[src/cbf_pkg.sv]
// Shared constants, types and a helper function for the counting Bloom filter.
package cbf_pkg;

    localparam int IDX_W         = 10;
    localparam int COUNTER_COUNT = 1 << IDX_W;
    localparam int CNT_W         = 8;
    localparam int HASH_CHAIN    = 3;
    localparam int STEP_W        = 2;

    localparam logic [31:0] MIX_MULT  = 32'h5bd1_e995;
    localparam logic [31:0] HASH_SEED = 32'd2018;
    localparam logic [31:0] HASH_LEN  = 32'd4;
    localparam logic [31:0] HASH_H0   = (HASH_SEED ^ HASH_LEN) * MIX_MULT;
    localparam int          SHIFT_K   = 24;
    localparam int          SHIFT_A   = 13;
    localparam int          SHIFT_B   = 15;

    localparam logic OP_INSERT = 1'b0;
    localparam logic OP_QUERY  = 1'b1;

    typedef logic [CNT_W-1:0]  t_count;
    typedef logic [IDX_W-1:0]  t_idx;
    typedef logic [STEP_W-1:0] t_step;

    localparam t_count CNT_MAX = '1;

    typedef struct packed {
        logic   we;
        t_idx   waddr;
        t_count wdata;
        t_idx   raddr;
    } t_mem_req;

    typedef enum logic [2:0] {
        ST_CLEAR,
        ST_IDLE,
        ST_HASH,
        ST_READ,
        ST_UPDATE,
        ST_WRITE,
        ST_DONE
    } t_state;

    function automatic t_count sat_inc(input t_count v);
        return (v == CNT_MAX) ? v : t_count'(v + 1'b1);
    endfunction

endpackage

[src/cbf_hash.sv]
// Three-stage pipelined MurmurHash2 of one 32-bit word with a fixed seed.
module cbf_hash
    import cbf_pkg::*;
(
    input  logic        i_clk,
    input  logic        i_rst_n,
    input  logic        i_valid,
    input  logic [31:0] i_word,
    output logic        o_valid,
    output logic [31:0] o_hash
);

    logic [2:0]  r_valid;
    logic [31:0] r_k1;
    logic [31:0] r_k2;
    logic [31:0] r_m;
    logic [31:0] w_kmix;
    logic [31:0] w_h;

    always_comb begin
        w_kmix = r_k1 ^ (r_k1 >> SHIFT_K);
        w_h    = HASH_H0 ^ r_k2;
        w_h    = w_h ^ (w_h >> SHIFT_A);
    end

    always_ff @(posedge i_clk) begin
        if (!i_rst_n) begin
            r_valid <= '0;
        end else begin
            r_valid <= {r_valid[1:0], i_valid};
        end
    end

    always_ff @(posedge i_clk) begin
        r_k1 <= i_word * MIX_MULT;
        r_k2 <= w_kmix * MIX_MULT;
        r_m  <= w_h * MIX_MULT;
    end

    assign o_valid = r_valid[2];
    assign o_hash  = r_m ^ (r_m >> SHIFT_B);

endmodule

[config.mk]
export PLATFORM = sky130hd
export DESIGN_NAME = cbf_hash
export DESIGN_NICKNAME = d
export VERILOG_FILES = /design/src/cbf_pkg.sv /design/src/cbf_hash.sv
export SDC_FILE = /design/constraint.sdc
export NUM_CORES = 2
export LEC_CHECK = 0
export BUFFER_PORTS_ARGS = -buffer_cell sky130_fd_sc_hd__buf_2
export CAP_MARGIN = 20
export CORE_MARGIN = 5
export CORE_UTILIZATION = 51
export CTS_BUF_LIST = sky130_fd_sc_hd__clkbuf_8
export CTS_CLUSTER_SIZE = 12
export DETAILED_ROUTE_END_ITERATION = 8
export GPL_ROUTABILITY_DRIVEN = 0
export MAX_ROUTING_LAYER = met4
export PLACE_DENSITY = 0.76
export SYNTH_ARGS = -nofsm -noshare
export SYNTH_HDL_FRONTEND = slang
export SYNTH_SLANG_ARGS = --single-unit
[constraint.sdc]
create_clock -name i_clk -period 18.8 [get_ports i_clk]
set_input_delay 5.64 -clock i_clk [delete_from_list [all_inputs] [get_ports i_clk]]
set_output_delay 5.64 -clock i_clk [all_outputs]
set_load 0.005 [all_outputs]
== Word-level counts from Yosys, hierarchy flattened ==
Cells that the tools add are included.
Storage, ports and cells
  output and inout port bits: 33
  logic and storage cells: 11
  register bits after elaboration: 99
Operators by class
  $mul: 3
  bitwise gates (word level): 4
Operators with widths (number)
  multiplier 32 x 31 -> 32 bit (second input constant): 3
  XOR 32 x 17 -> 32 bit: 1
  XOR 32 x 19 -> 32 bit: 1
  XOR 32 x 8 -> 32 bit: 1
  inverter 23 bit: 1

== Depth between registers and ports, before layout ==
  word-level depth: 3
  mapped depth: 28
  gate-level depth less buffers: 28

== Least setup slack after synthesis ==
Ideal clock, no wire load.
  path kind: input -> register
  start: in i_word[4]
  end: reg r_k1[31]
  cell stages on the path: 22
  arrival time: 11.034 ns
  library setup time: 0.072 ns
  slack: 7.694 ns
  required time: 18.728 ns
  cell sequence: inv_1 fa_1 inv_1 ha_1 fa_1 ha_1 fa_1 fa_1 fa_1 inv_1 fa_1 inv_1 ha_1 a21o_1 a21o_1 a21oi_1 o21ai_1 a31oi_1 o21ai_0 or3_4 o31ai_4 xnor2_1
On the way
  word-level cells in the longest chain between the ends: 1
Ends and longest elaborated chain
  start, declared: line cbf_hash.sv:8  | input logic [31:0] i_word,
  multiplier 32 x 31 -> 32 bit: line cbf_hash.sv:35  | r_k1 <= i_word * MIX_MULT;
  end signal, assigned: line cbf_hash.sv:35
  end, declared: line cbf_hash.sv:14  | logic [31:0] r_k1;
No other way between the ends.
A chain may end at the register's enable or synchronous reset.

== Worst setup path in the final report ==
  start: in i_word[5]
  end: reg r_k1[31]
The elaborated chain is that of the path after synthesis.

==> results.json <==
{
  "cts_num_sinks": 99,
  "finalCriticalPeriod_ns": 11.31,
  "antenna_left": 0,
  "grt_start_max_net_pins": 17,
  "port_buffers": 67,
  "netlist_area_mm2": 0.0289,
  "multi_input_area_mm2": 0.0229,
  "grt_pass1_wl_mm": 109,
  "syn_nets": 4144,
  "finalClockSkew_ns": 0.0225,
  "wire_per_inst_um": 17.6,
  "antenna_found_initial": 1,
  "gr-total-overflow": 0,
  "ys_ff_latch": 99,
  "grt-busiest-layer": "met2",
  "worstHoldPathType": "register to register",
  "synth_top_family_by_area": "adder cells",
  "vias": 18977,
  "synth_fa_ha_area_share_pct": 63.8,
  "area.growth.synth_to_final_pct": 5.31,
  "finalCritPeriodShare_pct": 60.2,
  "maxCapViolCount": 0,
  "crit_path_max_fanout": 9,
  "die_w_um": 248,
  "synthCells": 2953,
  "cts_root_buf": "clkbuf_8",
  "fillers": 4921,
  "cp.arrival_ns": 11.65,
  "postCtsSetupRepairBufs": 0,
  "die_area_mm2": 0.0615,
  "status": "finished, final reports clean",
  "yosysUniqueCellTypes": 53,
  "drive_gt1_share_pct": 4.18,
  "drt-total-wl_mm": 66.6,
  "ys_warn_count": 0,
  "met2_usage_pct": 40.9,
  "setup_tns_ns": 0,
  "dr.pass1.iters": 4,
  "grtUsageTotal_pct": 23.4,
  "drt_iter0_markers": 852,
  "dp_hpwl_mm": 59.4,
  "clkTransAtPathRegs_ns": 0.09,
  "initial_core_util_pct": 51.3,
  "htreeDepth": 3,
  "hold_violations": 0,
  "grt_pass1_vias": 21150,
  "rsz0062_at_grt": "false",
  "async_flop_share_pct": 0,
  "met3_usage_pct": 3.13,
  "synthMuxAreaShare_pct": 0,
  "cts_hold_buf": 0,
  "placementRows": 87,
  "core_area_mm2": 0.0563,
  "synthSimpleGateAreaFrac_pct": 3.16,
  "maxSlewViolCount": 0,
  "start_kind": "input pin",
  "synth_edf_count": 0,
  "drc": 0,
  "cts_tree": "done",
  "slew_headroom_pct": 39.0,
  "synth_xor_area_share_pct": 7.70,
  "clock.fmax_ghz": 0.0884,
  "insertion_delay_ns": 0.42,
  "n_antenna_cell": 0,
  "seq_area_mm2": 0.00198,
  "nNetsFinal": 4225,
  "avgSynthCellArea_um2": 9.78,
  "io_pins": 68,
  "vias_per_cell": 5.00,
  "cts_buffers": 9,
  "synth_compound_area_share_pct": 4.44,
  "crit_type": "input pin to register",
  "cts_resized": 0,
  "clock_tree.buffer_depth": 2,
  "crit_required_ns": 19.14,
  "setup_viol": 0,
  "cp-end-kind": "register",
  "die-height_um": 248,
  "yosysSeqAreaShare_pct": 6.86,
  "worst_slew_pin_slew_ns": 0.909,
  "grtUsageMet1_pct": 27.7,
  "ys.flop_type": "dfxtp_1"
}
synth_stat cells (3+ instances only):
cell       count  area (um2)
a211o_1        3        26.3
a211oi_1       4        30.0
a21o_1        23         173
a21oi_1       65         325
a31o_2         4        35.0
a31oi_1        4        25.0
and2_1        17         106
and3_1         3        18.8
and4_1         3        26.3
buf_4         15         113
clkinv_1       3        11.3
dfxtp_1       99        1980
fa_1         528       10600
ha_1         628        7860
inv_1       1043        3920
nand2_1       23        86.3
nand2b_1      12        75.1
nand3_1       22         110
nor2_1        65         244
nor2b_1        7        43.8
nor3_1        11        55.1
o2111ai_1      4        35.0
o211ai_1       5        37.5
o21a_1        16         120
o21ai_0       32         160
o21bai_1      11        82.6
o31ai_1        3        22.5
o41ai_1        3        26.3
or2_2         12        75.1
or3_1          5        31.3
xnor2_1      198        1730
xor2_1        56         490
per-stage QoR:
| stage | setup slack (ns) | instances | hold WS, ns | util, % | cell area, um2 |
|---|---|---|---|---|---|
| floorplan | 7.69 | 2953 | 0.406 | - | 28900 |
| global placement | 7.16 | 3779 | 0.409 | 53.7 | 30200 |
| detailed placement | 7.11 | 3779 | 0.419 | 53.7 | 30200 |
| CTS | 7.54 | 3795 | 0.443 | 54.1 | 30400 |
| global route | 7.17 | 3795 | 0.461 | 54.1 | 30400 |
| finish | 7.49 | 3795 | 0.437 | 54.1 | 30400 |
worst max-delay path, stage by stage:
cell     delay (ns)
buf_2          0.21
inv_1          0.16
fa_1           0.57
inv_1          0.05
ha_1           0.31
fa_1           0.45
ha_1           0.22
fa_1           0.47
fa_1           0.51
fa_1           0.49
inv_1          0.05
fa_1           0.47
inv_1          0.04
ha_1           0.35
a21o_1         0.20
a21o_1         0.17
a21oi_1        0.18
o21ai_1        0.10
a31oi_1        0.20
o21ai_0        0.12
or3_4          0.37
o31ai_4        0.19
xnor2_1        0.14
area by class of cell:
class	count	area share, %
clock buffer	10	0.452
tap	756	3.11
clock inverter	6	0.284
timing repair buffer	87	1.60
inverter	1046	12.9
multi-input combinational	1791	75.1
sequential	99	6.51
final timing paths:
| check | cells past startpoint | endpoint | from | slack [ns] |
|---|---|---|---|---|
| worst min register to register | 1 | r_valid[1] | r_valid[0] | 0.44 |
| worst max register to register | 25 | r_m[31] | r_k2[15] | 10.38 |
| worst max-delay path | 23 | r_k1[31] | i_word[5] | 7.49 |
| worst min-delay path | 1 | r_valid[1] | r_valid[0] | 0.44 |
cell usage in the layout (no fill, tap or decap), drive strengths merged, types with 11 or more instances in the layout:
cell | Yosys | layout
nand2 | 24 | 24
a21o | 23 | 23
o21bai | 11 | 11
dfxtp | 99 | 99
xor2 | 56 | 56
nand3 | 22 | 22
nor3 | 12 | 12
o21a | 16 | 16
buf | 15 | 87
nand2b | 12 | 12
ha | 628 | 628
fa | 528 | 528
and2 | 17 | 17
xnor2 | 198 | 198
or2 | 12 | 12
o21ai | 34 | 34
a21oi | 66 | 66
inv | 1043 | 1046
nor2 | 65 | 65
logic make-up (layout without fill, tap and decap cells):
logic type | count (synthesis) | in the layout
adder cells (fa/ha/maj) | 1157 | 1157
XOR/XNOR | 254 | 254
AND/OR/NAND/NOR | 185 | 185
buffers and inverters | 1063 | 1149
flip-flops | 99 | 99
AO/OA/AOI/OAI | 195 | 195
state kept, by name, indices dropped and copies added (netlist names):
name	flops
r_k1	32
r_k2	32
r_m	32
r_valid	3
per-layer routing:
| metal | share of wire, % | routed length, um | vias up |
|---|---|---|---|
| li1 | - | - | 8943 |
| met5 | 0 | 0 | - |
| met1 | 40 | 26900 | 9385 |
| met3 | 4.8 | 3200 | 166 |
| met4 | 4.1 | 2730 | 0 |
| met2 | 51 | 33800 | 483 |
Power is not shown: default switching activity piles up to over one toggle a cycle in this logic, so the estimate is an artifact.
