## config.mk

```make
export PLATFORM = sky130hd
export DESIGN_NAME = cbf_ctrl
export DESIGN_NICKNAME = d
export VERILOG_FILES = /design/src/cbf_pkg.sv /design/src/cbf_ctrl.sv
export SDC_FILE = /design/constraint.sdc
export NUM_CORES = 1
export LEC_CHECK = 0
export BUFFER_PORTS_ARGS = -buffer_cell sky130_fd_sc_hd__buf_4
export CORE_AREA = 2 2 126 128
export CTS_CLUSTER_DIAMETER = 120
export DETAILED_ROUTE_END_ITERATION = 16
export DIE_AREA = 0 0 128 130
export PLACE_DENSITY_LB_ADDON = 0.2
export SLEW_MARGIN = 10
export SYNTH_ARGS = -nofsm -noshare
export SYNTH_HDL_FRONTEND = slang
export SYNTH_SLANG_ARGS = --single-unit
```

## constraint.sdc

```tcl
create_clock -name i_clk -period 8.1 [get_ports i_clk]
set_clock_uncertainty 0.1 [all_clocks]
set_input_delay 0.405 -clock i_clk [delete_from_list [all_inputs] [get_ports i_clk]]
set_output_delay 0.405 -clock i_clk [all_outputs]
set_load 0.02 [all_outputs]
```

## src/cbf_pkg.sv

```systemverilog
// Shared constants, types and a helper function for the counting Bloom filter.
package cbf_pkg;

    localparam int IDX_W         = 10;
    localparam int COUNTER_COUNT = 1 << IDX_W;
    localparam int CNT_W         = 8;
    localparam int HASH_CHAIN    = 3;
    localparam int STEP_W        = 2;

    localparam logic [31:0] MIX_MULT  = 32'h5bd1_e995;
    localparam logic [31:0] HASH_SEED = 32'd2018;
    localparam logic [31:0] HASH_LEN  = 32'd4;
    localparam logic [31:0] HASH_H0   = (HASH_SEED ^ HASH_LEN) * MIX_MULT;
    localparam int          SHIFT_K   = 24;
    localparam int          SHIFT_A   = 13;
    localparam int          SHIFT_B   = 15;

    localparam logic OP_INSERT = 1'b0;
    localparam logic OP_QUERY  = 1'b1;

    typedef logic [CNT_W-1:0]  t_count;
    typedef logic [IDX_W-1:0]  t_idx;
    typedef logic [STEP_W-1:0] t_step;

    localparam t_count CNT_MAX = '1;

    typedef struct packed {
        logic   we;
        t_idx   waddr;
        t_count wdata;
        t_idx   raddr;
    } t_mem_req;

    typedef enum logic [2:0] {
        ST_CLEAR,
        ST_IDLE,
        ST_HASH,
        ST_READ,
        ST_UPDATE,
        ST_WRITE,
        ST_DONE
    } t_state;

    function automatic t_count sat_inc(input t_count v);
        return (v == CNT_MAX) ? v : t_count'(v + 1'b1);
    endfunction

endpackage

```

## src/cbf_ctrl.sv

```systemverilog
// Sequencer for hash chaining, counter reads, saturating updates and results.
module cbf_ctrl
    import cbf_pkg::*;
(
    input  logic        i_clk,
    input  logic        i_rst_n,
    input  logic        start,
    input  logic        i_opcode,
    input  logic [31:0] i_key,
    output logic        busy,
    output logic        o_valid,
    output logic        o_maybe_present,
    output logic        o_counter_saturated,
    output logic        o_hash_valid,
    output logic [31:0] o_hash_word,
    input  logic        i_hash_valid,
    input  logic [31:0] i_hash,
    output t_mem_req    o_mem_req,
    input  t_count      i_rdata
);

    t_state r_state;
    t_state n_state;
    t_idx   r_clr;
    t_step  r_step;
    logic   r_op;
    t_idx   r_idx [HASH_CHAIN];
    t_count r_val [HASH_CHAIN];
    t_count r_new [HASH_CHAIN];
    logic   r_present;
    logic   r_sat;
    t_count n_eff [HASH_CHAIN];
    t_count n_new [HASH_CHAIN];
    logic   n_present;
    logic   n_sat;

    always_comb begin
        n_eff[0] = r_val[0];
        n_new[0] = sat_inc(n_eff[0]);
        n_eff[1] = (r_idx[1] == r_idx[0]) ? n_new[0] : r_val[1];
        n_new[1] = sat_inc(n_eff[1]);
        if (r_idx[2] == r_idx[1]) begin
            n_eff[2] = n_new[1];
        end else if (r_idx[2] == r_idx[0]) begin
            n_eff[2] = n_new[0];
        end else begin
            n_eff[2] = i_rdata;
        end
        n_new[2]  = sat_inc(n_eff[2]);
        n_present = (r_val[0] != '0) && (r_val[1] != '0) && (i_rdata != '0);
        n_sat     = (n_eff[0] == CNT_MAX) || (n_eff[1] == CNT_MAX) ||
                    (n_eff[2] == CNT_MAX);
    end

    always_comb begin
        n_state = r_state;
        unique case (r_state)
            ST_CLEAR:  if (r_clr == t_idx'(COUNTER_COUNT - 1)) n_state = ST_IDLE;
            ST_IDLE:   if (start) n_state = ST_HASH;
            ST_HASH:   if (i_hash_valid && r_step == t_step'(HASH_CHAIN - 1)) begin
                n_state = ST_READ;
            end
            ST_READ:   if (r_step == t_step'(HASH_CHAIN - 1)) n_state = ST_UPDATE;
            ST_UPDATE: n_state = (r_op == OP_INSERT) ? ST_WRITE : ST_DONE;
            ST_WRITE:  if (r_step == t_step'(HASH_CHAIN - 1)) n_state = ST_DONE;
            ST_DONE:   n_state = ST_IDLE;
            default:   n_state = ST_IDLE;
        endcase
    end

    always_comb begin
        busy                = (r_state != ST_IDLE);
        o_valid             = (r_state == ST_DONE);
        o_maybe_present     = (r_state == ST_DONE) && r_present;
        o_counter_saturated = (r_state == ST_DONE) && r_sat;
        o_hash_valid        = 1'b0;
        o_hash_word         = i_hash;
        o_mem_req.we        = 1'b0;
        o_mem_req.waddr     = r_idx[r_step];
        o_mem_req.wdata     = r_new[r_step];
        o_mem_req.raddr     = r_idx[r_step];
        unique case (r_state)
            ST_CLEAR: begin
                o_mem_req.we    = 1'b1;
                o_mem_req.waddr = r_clr;
                o_mem_req.wdata = '0;
            end
            ST_IDLE: begin
                o_hash_valid = start;
                o_hash_word  = i_key;
            end
            ST_HASH: begin
                o_hash_valid = i_hash_valid && (r_step != t_step'(HASH_CHAIN - 1));
            end
            ST_WRITE: begin
                o_mem_req.we = 1'b1;
            end
            default: begin
            end
        endcase
    end

    always_ff @(posedge i_clk) begin
        if (!i_rst_n) begin
            r_state <= ST_CLEAR;
            r_clr   <= '0;
            r_step  <= '0;
        end else begin
            r_state <= n_state;
            if (r_state == ST_CLEAR) begin
                r_clr <= t_idx'(r_clr + 1'b1);
            end
            unique case (r_state)
                ST_HASH: if (i_hash_valid) begin
                    r_step <= (r_step == t_step'(HASH_CHAIN - 1)) ? '0
                                                                  : t_step'(r_step + 1'b1);
                end
                ST_READ, ST_WRITE: begin
                    r_step <= (r_step == t_step'(HASH_CHAIN - 1)) ? '0
                                                                  : t_step'(r_step + 1'b1);
                end
                default: r_step <= '0;
            endcase
        end
    end

    always_ff @(posedge i_clk) begin
        if (r_state == ST_IDLE && start) begin
            r_op <= i_opcode;
        end
        if (r_state == ST_HASH && i_hash_valid) begin
            r_idx[r_step] <= i_hash[IDX_W-1:0];
        end
        if (r_state == ST_READ && r_step != '0) begin
            r_val[r_step - 1'b1] <= i_rdata;
        end
        if (r_state == ST_UPDATE) begin
            r_new[0]  <= n_new[0];
            r_new[1]  <= n_new[1];
            r_new[2]  <= n_new[2];
            r_present <= n_present;
            r_sat     <= n_sat && (r_op == OP_INSERT);
        end
    end

endmodule

```

[Word level (Yosys, flattened, before mapping)]
Memory sizes are Yosys's and may differ from the RTL's. A register that Yosys moved wholly into a read port is not among the register bits.
Index checks and enable logic that the tools add are counted.
Operators by class
  add/subtract/negate cells: 6
  equal/unequal tests: 22
  mux-type cells: 30
  bitwise gates (word level): 1
  reductions and logical operators: 20
Operators with widths (number)
  2-to-1 mux 8 bit: 6
  2-to-1 mux 32 bit: 1
  == test 10 bit: 3
  adder 8 x 1 -> 8 bit, second input constant: 3
  == test 8 bit, second input constant: 3
  nonzero test 8 bit: 3
  2-to-1 mux 18 bit: 1
  case mux 3 bit (6 select lines): 1
  2-to-1 mux 3 bit: 5
  2-to-1 mux 2 bit: 7
  != test 2 bit, second input constant: 7
  adder 10 x 1 -> 10 bit, second input constant: 1
  == test 10 bit, second input constant: 1
  logical AND 1 bit: 10
  == test 3 bit, second input constant: 3
  2-to-1 mux 1 bit: 7
  == test 3 x 2 -> 1 bit, second input constant: 2
  AND reduction 5 bit: 1
  case mux 2 bit (2 select lines): 1
  OR reduction 2 bit: 2
  == test 3 x 1 -> 1 bit, second input constant: 1
  logical NOT 3 bit: 1
  != test 3 x 1 -> 1 bit, second input constant: 1
  adder 2 x 1 -> 2 bit, second input constant: 1
  6 further kinds: 7
Word-level totals
  input bits: 77
  output and inout port bits: 66
  bits in writable memories: 78
  memories: 3
  logic and storage cells: 88
  flip-flop bits (word level): 18
Memories
  r_idx: depth 3, bits a word 10, rd ports 4, clocked after Yosys merged registers in 1, wr ports 1, RTL line cbf_ctrl.sv:27  | t_idx r_idx [HASH_CHAIN];
  r_new: depth 3, bits a word 8, rd ports 1, clocked after Yosys merged registers in 1, wr ports 3, RTL line cbf_ctrl.sv:29  | t_count r_new [HASH_CHAIN];
  r_val: depth 3, bits a word 8, rd ports 2, clocked after Yosys merged registers in 0, wr ports 1, RTL line cbf_ctrl.sv:28  | t_count r_val [HASH_CHAIN];

[Logic depth before layout (Yosys ltp)]
  depth after elaboration: 9
  gate-level depth with buffers: 13
  depth with buffers taken out: 11

[Worst setup path before layout]
Ideal clock, no wire load.
  path kind: register to register
  start: memory r_val[0][0] (netlist name)
  end: memory r_new[2][1] (netlist name), data pin
  path slack: 4.991 ns
  path buffers: 2
  required time: 7.740 ns
  setup time: 0.260 ns
  clock period less this slack: 3.109 ns
  arrival: 2.749 ns
  cell stages (with the launch flop): 14
  cells stage by stage: edfxtp_1 > ha_1 > buf_4 > nand3_1 > nor2_1 > xnor2_1 > inv_1 > o311ai_1 > o22ai_1 > ha_1 > and2_1 > buf_4 > nand4_4 > mux2_4
RTL lines (RTL line)
  start, declared: cbf_ctrl.sv:28
  end, declared: cbf_ctrl.sv:29

==> summary.txt <==
Run status
  • Status: finished, final reports clean

Yosys
  • EDFF count, synth: between 80 and 90
  • Synth Register Bits: 100
  • Sequential area share after synthesis: a little under half
  • Main combinational cell family by area after synthesis: simple AND/OR/NAND/NOR gates
  • Synth cell types: 70
  • Multiplexer share of the synthesized area: between 10% and 20%
  • FFs w/ async S/R, synth: 0%
  • Area leader, netlist: edfxtp_1
  • Most used DFF post-synth: edfxtp_1
  • Synth Warn #: 0
  • Compound-Gate Fraction of Synth Area: 11.1%
  • Cell count after synthesis: between 500 and 600
  • Simple-gate share of the synthesized area: 16.5%
  • Syn_area_per_cell: 11.5 sq um
  • Syn Nets: 600
  • Post-Syn Area: approximately 6000 sq um
  • Post-synth top area share: between 40% and 50%
  • Post-synthesis adder-cell area fraction: less than 1%
  • Post-synthesis xor/xnor area fraction: under 10%
  • Leading cell types by total area after synthesis: edfxtp_1 42%, mux2_2 8.3%, dfxtp_1 5.7%

Finish
  • Area Growth Syn to Fin: 26.7%
  • Diode count: 0
  • Filler cells: 1,400
  • Most common cell after layout, fill and taps aside: buf_4
  • Nets: roughly 730
  • Finished Cell Area: between 7000 and 8000 sq um
  • Most frequent cells in the layout: 147 x buf_4, 83 x edfxtp_1, 44 x nor2_1, 44 x mux2_2, 29 x nand2_1
  • Ratio of cells with drive above 1 in the final layout: roughly 37%

Power
  • Net switching power: between 0.2 and 0.25 mW
  • Clock power frac: between 40% and 50%
  • Cell leakage power: 2.81 nW
  • Internal cell power: just over 0.9 mW
  • Final Total Pwr: ~1.1 mW
  • Sequential share of power: approximately half
  • Comb power frac: around 7.8%
  • Power Density: around 150 nW/um^2
  • Sw frac: 20.4%
  • Max IR drop VDD: about 0.095 mV

Timing
  • RSZ-0062 raised after global routing: false
  • Final Max Slew Viols: 0
  • Final-report hold violation count: 0
  • Final hold slack: approximately 0.13 ns
  • Tmin final: approximately 3.6 ns
  • Final Setup Violations: 0
  • Timing-limited maximum frequency: roughly 270 MHz
  • Relative slew margins: ~30%
  • Worst-Margin Slew: 1.04 ns
  • Tcrit/Tclk final: between 40% and 50%
  • Setup TNS: 0 ns

Routing
  • Initial DRT Pass Iterations: 4
  • Drt wl/cell: between 15 and 20 um
  • DRT Wirelength: roughly 16,000 um
  • Final ANT Viol Nets: 0
  • Routed vias: 4,673
  • DR vias/cell: about 5.5
  • Starting DRT DRC Count: between 200 and 250
  • DRC Markers: 0

Clock tree
  • Total setup buffers inserted after CTS: 0
  • Root buffer cell: clkbuf_16
  • Clk Latency, worst-skew pair: between 0.3 and 0.4 ns
  • Htree depth: 3
  • CTS sink cnt: 100
  • Worst-path clk slew: around 0.070 ns
  • CTS tree: yes
  • Num CTS Buffers: 9
  • PostCTS Resize Cnt: 0
  • Hold_buf cts: 0
  • CTS max path bufs: 2

Setup path
  • CP Cell Sequence: ha_1, nand3_1, nor2_1, xnor2_1, inv_1, o311ai_1, o22ai_1, ha_1, and2_1, nand4_4, mux2_4
  • Crit path capture type: flip-flop
  • CP max stage delay: approximately 0.46 ns
  • Worst path arrival time: roughly 3.7 ns
  • Worst path slowest cell: edfxtp_1
  • Maximum fanout along the worst path: 12
  • Reg-to-Reg Start: r_val[0][0]$_DFFE_PP_
  • Worst EP required: slightly above 8 ns
  • Reg-to-reg endpoint: r_new[2][1]$_DFFE_PN_
  • Most frequent CP cell: ha_1
  • CP startpoint: r_val[0][0]$_DFFE_PP_
  • Worst r2r path cells: 11
  • Crit path capture: r_new[2][1]$_DFFE_PN_
  • Flop2flop setup slack: between 4 and 5 ns
  • Worst Setup Start Kind: flip-flop
  • Setup CP Type: flip-flop to flip-flop

Place
  • Placed cell area: ~7200 sq um
  • Placer congestion estimate: between 0.9 and 1
  • Buffers on Ports: between 100 and 150
  • Detailed placement HPWL: ~13,000 um

Die
  • Starting Density: between 30% and 40%
  • Chip height: ~130 um
  • Rows: 46
  • Core area: 15,400 sq um
  • Die area: around 17,000 sq um
  • I/O pin count: between 100 and 150
  • Die Wd: approximately 130 um

Global route
  • Initial antenna violation count: 0
  • Met2 Usage GRT: a little under two fifths
  • Total gr overflow: 0
  • Grt met1 use: 25.3%
  • Vias in the first global route: about 4,700
  • Overall routing resource usage: between 20% and 30%
  • Busiest grt layer: met2
  • Largest net degree at the start of global routing: 35
  • First-pass GRT wire length: 25,900 um
  • Met3 Resource Use GR: approximately 3%

Min path
  • Hold_sp: i_opcode
  • Hold/Removal Path Class: input port to flip-flop

Run
  • Max-cap viol count: 0
[worst min path at each step]
| stage | depth (start not counted) | endpoint | slack [ns] |
|---|---|---|---|
| 2_1_floorplan | 2 | r_clr[6]$_SDFFE_PN0P_ | 0.37 |
| 3_3_place_gp | 2 | r_clr[6]$_SDFFE_PN0P_ | 0.41 |
| 3_5_place_dp | 2 | r_clr[6]$_SDFFE_PN0P_ | 0.44 |
| 4_1_cts | 1 | r_op$_DFFE_PP_ | 0.13 |
| 5_1_grt | 1 | r_op$_DFFE_PP_ | 0.13 |
| 6_report | 1 | r_op$_DFFE_PP_ | 0.13 |
[power groups by stage]
stage	clock network, mW	logic (mW)	registers (mW)
2_1_floorplan	0	0.0366	0.568
3_3_place_gp	0	0.0883	0.568
3_5_place_dp	0	0.0894	0.568
4_1_cts	0.501	0.0900	0.557
5_1_grt	0.523	0.0957	0.557
6_report	0.497	0.0894	0.557
[metal layers]
metal  share of wire (%)  wire length (um)  vias to the layer above
met4                 1.2               199                        0
met3                 4.3               698                       14
li1                    -                 -                     2243
met1                  42              6890                     2278
met5                   0                 0                        -
met2                  52              8570                      138
[metrics by stage]
| stage | utilization [%] | setup WS (ns) | instances |
|---|---|---|---|
| after floorplan | - | 4.99 | 519 |
| after global placement | 46.7 | 4.61 | 833 |
| after detailed placement | 46.7 | 4.53 | 833 |
| after CTS | 49.0 | 4.50 | 849 |
| after global routing | 49.0 | 4.15 | 849 |
| final | 49.0 | 4.45 | 849 |
[Yosys cell counts, drive strengths merged (2+ instances only)]
cell type and count:
nor3 9, nand3 10, inv 9, xnor2 28
buf 9, and4 8, o211ai 4, o21ai 15
or3 6, o21a 5, a21o 2, mux2i 18
and3 8, clkbuf 16, nor3b 5, mux2 45
and2 19, nor2 45, nor2b 9, edfxtp 83
a221oi 2, a211oi 5, a21oi 25, nand4 12
o211a 2, a21boi 2, nor4 5, mux4 10
a31oi 13, nand2 29, xor2 14, dfxtp 17
nand2b 4, ha 4, o31ai 2, o311ai 2
o22ai 3
[critical path, delay by kind of cell, from the launching register on]
kind | cells | cell delay, ns
AO/OA/AOI/OAI | 2 | 0.49
buffers and inverters | 1 | 0.13
flip-flops | 1 | 0.46
XOR/XNOR | 1 | 0.22
adder cells (fa/ha/maj) | 2 | 0.70
multiplexers | 1 | 0.31
AND/OR/NAND/NOR | 4 | 0.98
[sequential cells by signal, summed over array words and instances, names as in the netlist, named ones only]
register and cells:
r_clr 10, r_op 1, r_step 2, r_state 3, r_new 24, r_idx 40, r_present 1, r_sat 1
r_val 16
[kinds of logic after synthesis]
family                   Yosys count
buffers and inverters             34
AO/OA/AOI/OAI                     93
multiplexers                      73
flip-flops                       100
adder cells (fa/ha/maj)            4
AND/OR/NAND/NOR                  173
XOR/XNOR                          42
[layout make-up]
class	count	area [sq um]	share of cell area (%)
well taps	192	240	3.18
clock buffers	9	225	2.98
clock inverters	7	123	1.62
multi-input cells	385	2990	39.6
flip-flops and latches	100	2830	37.5
repair buffers	147	1100	14.6
inverters	9	33.8	0.447
Power figures use the tool's default switching activity.
